### config.mk
export PLATFORM = sky130hd
export DESIGN_NAME = triangle_strip_builder
export DESIGN_NICKNAME = d
export VERILOG_FILES = /design/src/design/tsb_pkg.sv /design/src/design/tsb_ram.sv /design/src/design/triangle_strip_builder.sv
export SDC_FILE = /design/constraint.sdc
export NUM_CORES = 2
export LEC_CHECK = 0
export BUFFER_PORTS_ARGS = -buffer_cell sky130_fd_sc_hd__buf_2
export CORE_UTILIZATION = 28
export DETAILED_ROUTE_END_ITERATION = 10
export PLACE_DENSITY_LB_ADDON = 0.08
export SLEW_MARGIN = 20
export SYNTH_ARGS = -nofsm -noshare
export SYNTH_HDL_FRONTEND = slang
export SYNTH_SLANG_ARGS = --single-unit
### constraint.sdc
create_clock -name clk_i -period 5.92 [get_ports clk_i]
set_input_delay 1.48 -clock clk_i [delete_from_list [all_inputs] [get_ports clk_i]]
set_output_delay 1.48 -clock clk_i [all_outputs]
set_load 0.01 [all_outputs]
### src/design/tsb_pkg.sv
// ----------------------------------------------------------------------------
// tsb_pkg
// Shared constants, state codes and helpers for the triangle strip builder.
// ----------------------------------------------------------------------------
`default_nettype none

package tsb_pkg;

  localparam int unsigned NumFacesDef   = 32;
  localparam int unsigned VertexBitsDef = 16;

  // Input field widths fixed by the interface
  localparam int unsigned FaceIdxW  = 5;
  localparam int unsigned NeighborW = 6;
  localparam int unsigned EdgeW     = 2;

  // Command codes
  localparam logic CMD_LOAD  = 1'b0;
  localparam logic CMD_STRIP = 1'b1;

  // Controller states
  localparam logic [2:0] ST_IDLE    = 3'd0;
  localparam logic [2:0] ST_RDSTART = 3'd1;
  localparam logic [2:0] ST_CHECK   = 3'd2;
  localparam logic [2:0] ST_WALKRD  = 3'd3;
  localparam logic [2:0] ST_ISSUE   = 3'd4;
  localparam logic [2:0] ST_SHOW    = 3'd5;

  // Output sections
  localparam logic [1:0] SEC_DUP   = 2'd0;
  localparam logic [1:0] SEC_REV   = 2'd1;
  localparam logic [1:0] SEC_START = 2'd2;
  localparam logic [1:0] SEC_FWD   = 2'd3;

  // Reduce a two-bit edge or corner code modulo three
  function automatic logic [1:0] mod3(input logic [1:0] v);
    logic [1:0] r;
    r = (v == 2'd3) ? 2'd0 : v;
    return r;
  endfunction

  // (a + b) mod 3 for a, b in 0..2
  function automatic logic [1:0] add_mod3(input logic [1:0] a, input logic [1:0] b);
    logic [2:0] s;
    s = {1'b0, a} + {1'b0, b};
    return (s >= 3'd3) ? 2'(s - 3'd3) : s[1:0];
  endfunction

endpackage

`default_nettype wire

### src/design/tsb_ram.sv
// ----------------------------------------------------------------------------
// tsb_ram
// Generic single-write, single-read RAM with a registered read port.
// ----------------------------------------------------------------------------
`default_nettype none

module tsb_ram #(
  parameter int unsigned Width = 8,
  parameter int unsigned Depth = 32
) (
  input  wire logic                     clk_i,
  input  wire logic                     we_i,
  input  wire logic [$clog2(Depth)-1:0] waddr_i,
  input  wire logic [Width-1:0]         wdata_i,
  input  wire logic [$clog2(Depth)-1:0] raddr_i,
  output logic      [Width-1:0]         rdata_o
);

  logic [Width-1:0] mem [Depth];

  always_ff @(posedge clk_i) begin
    if (we_i) begin
      mem[waddr_i] <= wdata_i;
    end
    rdata_o <= mem[raddr_i];
  end

endmodule

`default_nettype wire

### src/design/triangle_strip_builder.sv
// ----------------------------------------------------------------------------
// triangle_strip_builder
// Greedy triangle strip generation over a face table held in RAM.
// ----------------------------------------------------------------------------
// A load is written to the face table while idle. A strip command claims F
// faces walking forward and R walking backward and produces V = R + (R odd) +
// 3 + F vertices: each walk step is one read of the face table, whose row is
// used in the walk-read state, and each vertex is read from a list RAM or
// from the start registers and then shown for one cycle. busy stays high
// for the whole strip command; a load does not raise it. Results cannot be
// held off: each vertex is on strip_vertex_o for exactly one cycle with
// result_valid_o high, and last_o marks the final one.
`default_nettype none

module triangle_strip_builder #(
  parameter int unsigned NUM_FACES   = tsb_pkg::NumFacesDef,
  parameter int unsigned VERTEX_BITS = tsb_pkg::VertexBitsDef
) (
  input  wire logic                            clk_i,
  input  wire logic                            rst_ni,
  input  wire logic                            start,
  output logic                                 busy,
  input  wire logic                            cmd_i,
  input  wire logic [tsb_pkg::FaceIdxW-1:0]    face_index_i,
  input  wire logic [VERTEX_BITS-1:0]          vertex_a_i,
  input  wire logic [VERTEX_BITS-1:0]          vertex_b_i,
  input  wire logic [VERTEX_BITS-1:0]          vertex_c_i,
  input  wire logic [tsb_pkg::NeighborW-1:0]   neighbor_a_i,
  input  wire logic [tsb_pkg::NeighborW-1:0]   neighbor_b_i,
  input  wire logic [tsb_pkg::NeighborW-1:0]   neighbor_c_i,
  input  wire logic [tsb_pkg::EdgeW-1:0]       entry_edge_a_i,
  input  wire logic [tsb_pkg::EdgeW-1:0]       entry_edge_b_i,
  input  wire logic [tsb_pkg::EdgeW-1:0]       entry_edge_c_i,
  input  wire logic [tsb_pkg::EdgeW-1:0]       start_vert_i,
  output logic                                 result_valid_o,
  output logic [VERTEX_BITS-1:0]               strip_vertex_o,
  output logic                                 last_o
);

  import tsb_pkg::*;

  localparam int unsigned FAW    = (NUM_FACES > 1) ? $clog2(NUM_FACES) : 1;
  localparam int unsigned CW     = $clog2(NUM_FACES + 1);
  localparam int unsigned VB     = VERTEX_BITS;
  localparam int unsigned NB_OFF = 3 * VB;
  localparam int unsigned ED_OFF = NB_OFF + 3 * NeighborW;
  localparam int unsigned ROW_W  = ED_OFF + 3 * EdgeW;
  localparam int unsigned LIST_D = 2 * (2 ** FAW);

  logic [2:0]             state_q, state_d;
  logic [NUM_FACES-1:0]   free_q, free_d;
  logic [ROW_W-1:0]       row_q, row_d, start_row_q, start_row_d;
  logic [1:0]             edge_q, edge_d, ine_q, ine_d, sv_q, sv_d;
  logic                   add_one_q, add_one_d, rev_q, rev_d;
  logic [CW-1:0]          cnt_q, cnt_d, nf_q, nf_d, eidx_q, eidx_d;
  logic [1:0]             sec_q, sec_d;
  logic [VB-1:0]          s_q [3];
  logic [VB-1:0]          s_d [3];

  // Face table
  logic                   face_we;
  logic [FAW-1:0]         face_waddr, face_raddr;
  logic [ROW_W-1:0]       face_wdata, face_rdata;

  // Walk lists: forward list in the lower half, reverse list in the upper half
  logic                   list_we;
  logic [FAW:0]           list_waddr, list_raddr;
  logic [VB-1:0]          list_wdata, list_rdata;

  logic                   accept, in_range;
  logic [NeighborW-1:0]   nb_sel;
  logic [1:0]             in_edge_sel;
  logic                   claim;

  tsb_ram #(.Width(ROW_W), .Depth(NUM_FACES)) u_face_ram (
    .clk_i   (clk_i),
    .we_i    (face_we),
    .waddr_i (face_waddr),
    .wdata_i (face_wdata),
    .raddr_i (face_raddr),
    .rdata_o (face_rdata)
  );

  tsb_ram #(.Width(VB), .Depth(LIST_D)) u_list_ram (
    .clk_i   (clk_i),
    .we_i    (list_we),
    .waddr_i (list_waddr),
    .wdata_i (list_wdata),
    .raddr_i (list_raddr),
    .rdata_o (list_rdata)
  );

  assign busy     = (state_q != ST_IDLE);
  assign accept   = start && !busy;
  assign in_range = (int'(face_index_i) < int'(NUM_FACES));

  assign face_we    = accept && in_range && (cmd_i == CMD_LOAD);
  assign face_waddr = FAW'(face_index_i);
  assign face_wdata = {mod3(entry_edge_c_i), mod3(entry_edge_b_i), mod3(entry_edge_a_i),
                       neighbor_c_i, neighbor_b_i, neighbor_a_i,
                       vertex_c_i, vertex_b_i, vertex_a_i};

  assign nb_sel      = row_q[NB_OFF + int'(edge_q) * NeighborW +: NeighborW];
  assign in_edge_sel = row_q[ED_OFF + int'(edge_q) * EdgeW +: EdgeW];
  assign claim       = (int'(nb_sel) < int'(NUM_FACES)) && free_q[FAW'(nb_sel)]
                       && (int'(cnt_q) < int'(NUM_FACES));

  assign face_raddr = (state_q == ST_IDLE) ? FAW'(face_index_i) : FAW'(nb_sel);

  assign list_waddr = {rev_q, FAW'(cnt_q)};
  assign list_wdata = face_rdata[int'(ine_q) * VB +: VB];
  assign list_we    = (state_q == ST_WALKRD);
  assign list_raddr = {(sec_q != SEC_FWD), FAW'(eidx_q)};

  always_comb begin
    state_d     = state_q;
    free_d      = free_q;
    row_d       = row_q;
    start_row_d = start_row_q;
    edge_d      = edge_q;
    ine_d       = ine_q;
    sv_d        = sv_q;
    add_one_d   = add_one_q;
    rev_d       = rev_q;
    cnt_d       = cnt_q;
    nf_d        = nf_q;
    eidx_d      = eidx_q;
    sec_d       = sec_q;
    s_d         = s_q;

    unique case (state_q)
      ST_IDLE: begin
        if (accept && in_range) begin
          if (cmd_i == CMD_LOAD) begin
            free_d[FAW'(face_index_i)] = 1'b1;
          end else begin
            free_d[FAW'(face_index_i)] = 1'b0;
            sv_d    = mod3(start_vert_i);
            state_d = ST_RDSTART;
          end
        end
      end
      ST_RDSTART: begin
        s_d[0]      = face_rdata[int'(sv_q) * VB +: VB];
        s_d[1]      = face_rdata[int'(add_mod3(sv_q, 2'd1)) * VB +: VB];
        s_d[2]      = face_rdata[int'(add_mod3(sv_q, 2'd2)) * VB +: VB];
        row_d       = face_rdata;
        start_row_d = face_rdata;
        edge_d      = sv_q;
        add_one_d   = 1'b0;
        rev_d       = 1'b0;
        cnt_d       = '0;
        state_d     = ST_CHECK;
      end
      ST_CHECK: begin
        if (claim) begin
          free_d[FAW'(nb_sel)] = 1'b0;
          ine_d   = in_edge_sel;
          state_d = ST_WALKRD;
        end else if (!rev_q) begin
          // Forward walk done: restart from the start face for the reverse walk
          nf_d      = cnt_q;
          cnt_d     = '0;
          rev_d     = 1'b1;
          row_d     = start_row_q;
          edge_d    = add_mod3(sv_q, 2'd2);
          add_one_d = 1'b1;
        end else begin
          state_d = ST_ISSUE;
          if (cnt_q[0]) begin
            sec_d  = SEC_DUP;
            eidx_d = cnt_q - CW'(1);
          end else if (cnt_q != '0) begin
            sec_d  = SEC_REV;
            eidx_d = cnt_q - CW'(1);
          end else begin
            sec_d  = SEC_START;
            eidx_d = '0;
          end
        end
      end
      ST_WALKRD: begin
        cnt_d     = cnt_q + CW'(1);
        row_d     = face_rdata;
        edge_d    = add_mod3(ine_q, add_one_q ? 2'd1 : 2'd2);
        add_one_d = !add_one_q;
        state_d   = ST_CHECK;
      end
      ST_ISSUE: begin
        state_d = ST_SHOW;
      end
      ST_SHOW: begin
        state_d = ST_ISSUE;
        unique case (sec_q)
          SEC_DUP: begin
            sec_d = SEC_REV;
          end
          SEC_REV: begin
            if (eidx_q == '0) begin
              sec_d = SEC_START;
            end else begin
              eidx_d = eidx_q - CW'(1);
            end
          end
          SEC_START: begin
            if (eidx_q == CW'(2)) begin
              if (nf_q == '0) begin
                state_d = ST_IDLE;
              end else begin
                sec_d  = SEC_FWD;
                eidx_d = '0;
              end
            end else begin
              eidx_d = eidx_q + CW'(1);
            end
          end
          SEC_FWD: begin
            if (eidx_q == nf_q - CW'(1)) begin
              state_d = ST_IDLE;
            end else begin
              eidx_d = eidx_q + CW'(1);
            end
          end
          default: ;
        endcase
      end
      default: state_d = ST_IDLE;
    endcase
  end

  always_comb begin
    result_valid_o = (state_q == ST_SHOW);
    unique case (sec_q)
      SEC_DUP, SEC_REV: strip_vertex_o = list_rdata;
      SEC_START:        strip_vertex_o = s_q[eidx_q[1:0]];
      SEC_FWD:          strip_vertex_o = list_rdata;
      default:          strip_vertex_o = list_rdata;
    endcase
    last_o = result_valid_o &&
             (((sec_q == SEC_START) && (eidx_q == CW'(2)) && (nf_q == '0)) ||
              ((sec_q == SEC_FWD) && (eidx_q == nf_q - CW'(1))));
  end

  always_ff @(posedge clk_i or negedge rst_ni) begin
    if (!rst_ni) begin
      state_q   <= ST_IDLE;
      free_q    <= '0;
      add_one_q <= 1'b0;
      rev_q     <= 1'b0;
      cnt_q     <= '0;
      nf_q      <= '0;
      eidx_q    <= '0;
      sec_q     <= SEC_DUP;
    end else begin
      state_q   <= state_d;
      free_q    <= free_d;
      add_one_q <= add_one_d;
      rev_q     <= rev_d;
      cnt_q     <= cnt_d;
      nf_q      <= nf_d;
      eidx_q    <= eidx_d;
      sec_q     <= sec_d;
    end
  end

  always_ff @(posedge clk_i) begin
    row_q       <= row_d;
    start_row_q <= start_row_d;
    edge_q      <= edge_d;
    ine_q       <= ine_d;
    sv_q        <= sv_d;
    s_q         <= s_d;
  end

  a_valid_busy: assert property (@(posedge clk_i) disable iff (!rst_ni)
    result_valid_o |-> busy) else $error("result shown while idle");

  a_last_valid: assert property (@(posedge clk_i) disable iff (!rst_ni)
    last_o |-> result_valid_o) else $error("last without result");

  a_strobe_gap: assert property (@(posedge clk_i) disable iff (!rst_ni)
    result_valid_o |=> !result_valid_o) else $error("result strobe held two cycles");

  a_last_ends: assert property (@(posedge clk_i) disable iff (!rst_ni)
    last_o |=> !busy) else $error("busy after final vertex");

  a_strip_busy: assert property (@(posedge clk_i) disable iff (!rst_ni)
    (accept && in_range && (cmd_i == CMD_STRIP)) |=> busy)
    else $error("strip command not started");

endmodule

`default_nettype wire

# Word level (Yosys, flattened, before mapping)
# Memories as Yosys holds them, arrays and structs flattened. A register that Yosys moved wholly into a read port is not among the register bits.
# Cells that the tools add are included.
# Widths: inputs -> output; s select.
totals:
  ram_bits: 3328
  in_bits: 83
  mem_count: 2
  elab_cells: 191
  output_inout_bits: 19
  regBits: 255
op_classes:
  n_reduce_logical: 36
  bitwise_logic: 9
  eq_ne: 30
  add_sub_neg: 13
  multipliers: 1
  n_mux: 68
  n_lt_le_gt_ge: 10
  n_shift: 6
mem_list:
  columns: ["memory", "words", "width", "rd", "rd_ports_with_merged_regs", "wr", "line_no", "text"]
  rows:
  - ["u_face_ram.mem", 32, 72, 1, 1, 1, "tsb_ram.sv:19", "logic [Width-1:0] mem [Depth];"]
  - ["u_list_ram.mem", 64, 16, 1, 1, 1, "tsb_ram.sv:19", null]
op_table:
  columns: ["op", "n"]
  rows:
  - ["$shiftx 72x7->16", 4]
  - ["$mux 72", 2]
  - ["$pmux 72 s2", 1]
  - ["$mux 32", 3]
  - ["$shiftx 72x8->6", 1]
  - ["$shiftx 72x9->2", 1]
  - ["$and 32x32->32", 2]
  - ["$not 32->32", 2]
  - ["$pmux 32 s2", 1]
  - ["$mux 6", 10]
  - ["$pmux 6 s3", 2]
  - ["$bmux 16 s2", 1]
  - ["$mux 16", 2]
  - ["$mux 2", 16]
  - ["$or 32x32->32", 1]
  - ["$pmux 16 s2", 1]
  - ["$mux 3", 7]
  - ["$ne 3x3->1 const B", 6]
  - ["$reduce_and 3->1", 6]
  - ["$sub 6x1->6 const B", 3]
  - ["$pmux 3 s5", 1]
  - ["$ne 2x2->1 const B", 7]
  - ["$reduce_and 7->1", 2]
  - ["$add 6x1->6 const B", 2]
  - ["45 further kinds", 89]

# Logic depth before layout (Yosys ltp)
logic_depth:
  word_depth: 11
  mapped_depth: 13
  ltp_nobuf: 9

# Hierarchy
# From an unflattened synthesis, not the netlist that was laid out.
hier_totals:
  cells_unflattened: 6943
  area_unflattened_um2: 139234.8
modules_own_cells:
  columns: ["module", "cells_per_inst", "seq_area_each_um2", "area_each_um2", "instances"]
  rows:
  - ["tsb_ram (u_face_ram)", 4208, 70627.7, 89120.5, 1]
  - ["tsb_ram (u_list_ram)", 1829, 31069.8, 40042.2, 1]
  - ["triangle_strip_builder", 906, 4489.3, 10072.2, 1]

# Worst setup path after synthesis
# No wires, ideal clock.
synth_timing:
  kind: "input port to flip-flop"
  from: "input port face_index_i[2] in the netlist's numbering"
  to: "memory u_face_ram.mem[4][0] in the netlist's numbering, enable pin"
  setup_ns: 0.503
  path_stages: 5
  t_required_ns: 5.417
  t_arrival_ns: 5.393
  slack_ns: 0.024
  path_buffers: 2
  cell_sequence: "clkbuf_1 > inv_2 > or3_1 > clkbuf_1 > nor2_1"
synth_lines:
  columns: ["item", "line_no", "text"]
  rows:
  - ["from (decl)", "triangle_strip_builder.sv:24", "input wire logic [tsb_pkg::FaceIdxW-1:0] face_index_i,"]
  - ["to (decl)", "tsb_ram.sv:19", null]
# No word-level cell before the write port.

# Final worst setup path
layout_timing:
  from: "register eidx_q[0]"
  to: "output port strip_vertex_o[14]"
layout_via:
  elab_chain_cells: 5
layout_rtl:
  columns: ["item", "line_no", "text"]
  rows:
  - ["from (decl)", "triangle_strip_builder.sv:55", "logic [CW-1:0] cnt_q, cnt_d, nf_q, nf_d, eidx_q, eidx_d;"]
  - ["from (signal assigned)", "triangle_strip_builder.sv:261", "eidx_q <= eidx_d;"]
  - ["$not 2->3 (implied by the code)", "triangle_strip_builder.sv:235", "SEC_START: strip_vertex_o = s_q[eidx_q[1:0]];"]
  - ["$bmux 16 s2", "triangle_strip_builder.sv:235", null]
  - ["$mux 16 (implied by the code) (2 in a row)", "triangle_strip_builder.sv:235", null]
  - ["$pmux 16 s2", "triangle_strip_builder.sv:233", "unique case (sec_q)"]
  - ["to (decl)", "triangle_strip_builder.sv:36", "output logic [VERTEX_BITS-1:0] strip_vertex_o,"]
# Every way passes these cells. The select of a mux whose other input is x is not followed.

==> metrics.yaml <==
insertion_delay_ns: 1.05
cp_common_cell: "a21oi_1"
fin_crit_sh: 0.883
die_w_um: 712
crit_slowest_cell: "dfrtp_4"
max_stage_delay_ns: 0.90
wl_mm: 474
grt_antenna_before_repair: 62
place.gp.congestion: 0.742
p_per_area_nw_per_um2: 569
grt_pass1_vias: 78000
grt_max_degree: 138
clk_pin_slew_worst_paths_ns: 0.06
synth-seq-area-share: 0.753
finalSetupTns_ns: 0
finish.instance_area_um2: 165000
fin_util: 0.330
root_buffer: "clkbuf_16"
via_per_inst: 5.00
drive_gt1_frac: 0.169
critPathKind: "reg -> out"
cts_made_buffers: 417
ys_top_cells_by_area: "edfxtp_1 73%, mux4_2 5.7%, mux2i_1 5.5%"
post-cts-setup-buffers: 0
die_area_um2: 506000
critPathLaunchType: "flip-flop"
status: "finished clean"
skew_ns: 0.131
dpl.hpwl_mm: 258
clkSinkCount: 3575
cts_resized: 0
port_buffers: 101
yosysWarningCount: 0
dr_total_vias: 77200
routedWlPerCell_um: 30.7
synth-main-ff-cell: "edfxtp_1"
fmax_mhz: 191
synth_area_um2: 141000
grt_first_pass_wirelength_mm: 655
cp_cell_sequence: "buf_4 -> mux2i_1 -> nor2_1 -> a21oi_1 -> a21oi_1 -> buf_2"
drv_slew: 0
start_util: 0.281
cts_buffer_depth: 4
cp_max_fo: 34
final-setup-viol-count: 0
drt_iter0_markers: 5889
grt.total_usage: 0.183
post-route-min-period_ns: 5.23
syn_nets: 8170
ys_async_sr_fraction: 0.0159
drtPass1Iterations: 8
crit_path_end_kind: "output port"
hp-class: "reg -> reg"
cts_tree: "done"
hold_viol_final: 0
core_um2: 501000
p_leak_nw: 53.1
synth_enable_flop_cells: 3430
fin_nets: 8485
netlist_instances: 8068
synth.ff_latch_count: 3575
synth_cell_type_count: 65
num_rows: 260
synth_top_area_share: 0.730
rrSetupSlack_ns: 1.11
synth_largest_area_cell: "edfxtp_1"
post-route-drc-count: 0
ios: 102
grt_overflow_total: 0
drv_cap: 0
max-vdd-ir-drop_uv: 742
rsz0062_at_grt: "no"
critPathArrivalTime_ns: 3.75
die_y_um: 712
hold_slack_ns: 0.460
nFillCells: 48000
tightest_slew_ns: 1.10
drtAntennaViolNets: 0
htreeDepth: 5
maxSlewHeadroom: 0.269
required_ns: 4.44
dpl_cell_area_um2: 152000
synth.avg_cell_area_um2: 17.5
holdBufCountCts: 0
area_delta_synth_final_pct: 17.2
==> cells in the mapped netlist, types with 5 or more instances <==
| cell type | n |
|---|---|
| edfxtp_1 | 3430 |
| mux2i_1 | 769 |
| nand2_1 | 698 |
| mux4_2 | 358 |
| clkbuf_1 | 324 |
| a31oi_1 | 295 |
| a211oi_1 | 292 |
| o22ai_1 | 245 |
| a21oi_1 | 231 |
| o221ai_1 | 216 |
| and2_0 | 207 |
| nor2_1 | 166 |
| buf_2 | 133 |
| dfxtp_1 | 88 |
| and2_1 | 83 |
| o21a_1 | 74 |
| a311oi_1 | 72 |
| dfrtp_1 | 57 |
| buf_1 | 45 |
| o21ai_0 | 39 |
| nand3_1 | 22 |
| inv_1 | 20 |
| buf_6 | 18 |
| ha_1 | 18 |
| buf_4 | 17 |
| nor3_1 | 16 |
| nor2b_1 | 13 |
| xnor2_1 | 12 |
| nand2b_1 | 10 |
| mux2_2 | 9 |
| a211o_1 | 7 |
| o221a_2 | 7 |
| or3_1 | 7 |
| nand3b_1 | 6 |
| o32a_1 | 6 |
| and3_1 | 5 |
| or2_2 | 5 |
==> layer usage <==
metal	vias to the layer above	routed length, um	global-route usage
li1	33300	-	-
met1	41600	219000	0.257
met2	1623	228000	0.304
met3	612	17700	0.0207
met4	12	9870	0.0386
met5	-	76	0
==> through the flow <==
step / setup WS (ns) / power (mW) / std cells
floorplan: 0.0240 / 54.3 / 8068
global placement: 1.01 / 69.5 / 14600
detailed placement: 1.00 / 69.7 / 14600
CTS: 0.428 / 95.6 / 15400
global route: 0.381 / 98.6 / 15400
finish: 0.692 / 94.1 / 15400
==> final timing paths <==
check                                  startpoint               endpoint  cells past startpoint
setup / recovery                        eidx_q[0]     strip_vertex_o[14]                      6
setup reg to reg                        edge_q[0]  u_face_ram.rdata_o[3]                      8
hold / removal             u_face_ram.rdata_o[71]        start_row_q[71]                      0
min in group asynchronous                  rst_ni              async pin                      2
hold reg to reg            u_face_ram.rdata_o[71]        start_row_q[71]                      0
max in group asynchronous                  rst_ni              eidx_q[0]                      2
==> power breakdown <==
group | switching, mW | total [mW] | internal, mW
combinational | 24.4 | 36.6 | 12.3
clock | 10.7 | 25.6 | 14.9
sequential | 1.36 | 31.9 | 30.5
total | 36.4 | 94.1 | 57.7
==> critical path, delay by kind of cell (launching register included) <==
family,cells,cell delay (ns)
AO/OA/AOI/OAI,2,0.79
buffers and inverters,2,0.70
flip-flops,1,0.90
multiplexers,1,0.23
AND/OR/NAND/NOR,1,0.05
==> registers in the layout (all words and copies together), names as in the netlist, named ones only <==
name	count
nf_q	6
state_q	3
eidx_q	6
s_q	48
u_list_ram.mem	1024
sec_q	2
edge_q	2
row_q	24
u_face_ram.rdata_o	72
rev_q	1
sv_q	2
ine_q	2
u_face_ram.mem	2304
cnt_q	6
u_list_ram.rdata_o	16
start_row_q	24
add_one_q	1
==> cells in the final DEF (no fill, tap or decap), types with 20 or more instances in the layout <==
master     instances
edfxtp_1        3430
nand2_1          697
nor2_4            35
bufinv_16         39
mux4_2           358
and2_0           207
clkbuf_1          96
o221ai_1         216
a31oi_1          292
buf_2            101
dfxtp_1           88
o21a_1            74
buf_4            237
o21ai_0           39
o22ai_1          245
diode_2           23
a311oi_1          72
clkinv_1          98
mux2i_1          767
a211oi_1         292
inv_1             20
nor2_1           114
a21oi_1          231
and2_1            83
clkbuf_16        418
nand3_1           22
buf_12            92
clkinv_2          69
dfrtp_1           53
==> kinds of logic (layout without fill, tap and decap cells) <==
logic type | count (synthesis) | count (layout) | synth area share
fa+ha+maj | 19 | 19 | 0.00174
flops | 3575 | 3575 | 0.753
compound gates | 1509 | 1509 | 0.0740
buf+inv | 562 | 1232 | 0.0176
mux | 1139 | 1139 | 0.113
other cells | 0 | 23 | 0
xor+xnor | 14 | 14 | 0.000870
simple gates | 1250 | 1250 | 0.0399
==> layout make-up <==
| class | instances | area (um2) | area share |
|---|---|---|---|
| Inverter | 25 | 98.8 | 0.000598 |
| Antenna cell | 23 | 57.6 | 0.000348 |
| Tap cell | 6681 | 8360 | 0.0506 |
| Sequential cell | 3575 | 106000 | 0.642 |
| Timing Repair Buffer | 433 | 4210 | 0.0255 |
| Clock inverter | 245 | 2540 | 0.0154 |
| Multi-Input combinational cell | 3931 | 32800 | 0.199 |
| Clock buffer | 529 | 11000 | 0.0667 |
Power figures use the tool's default switching activity.
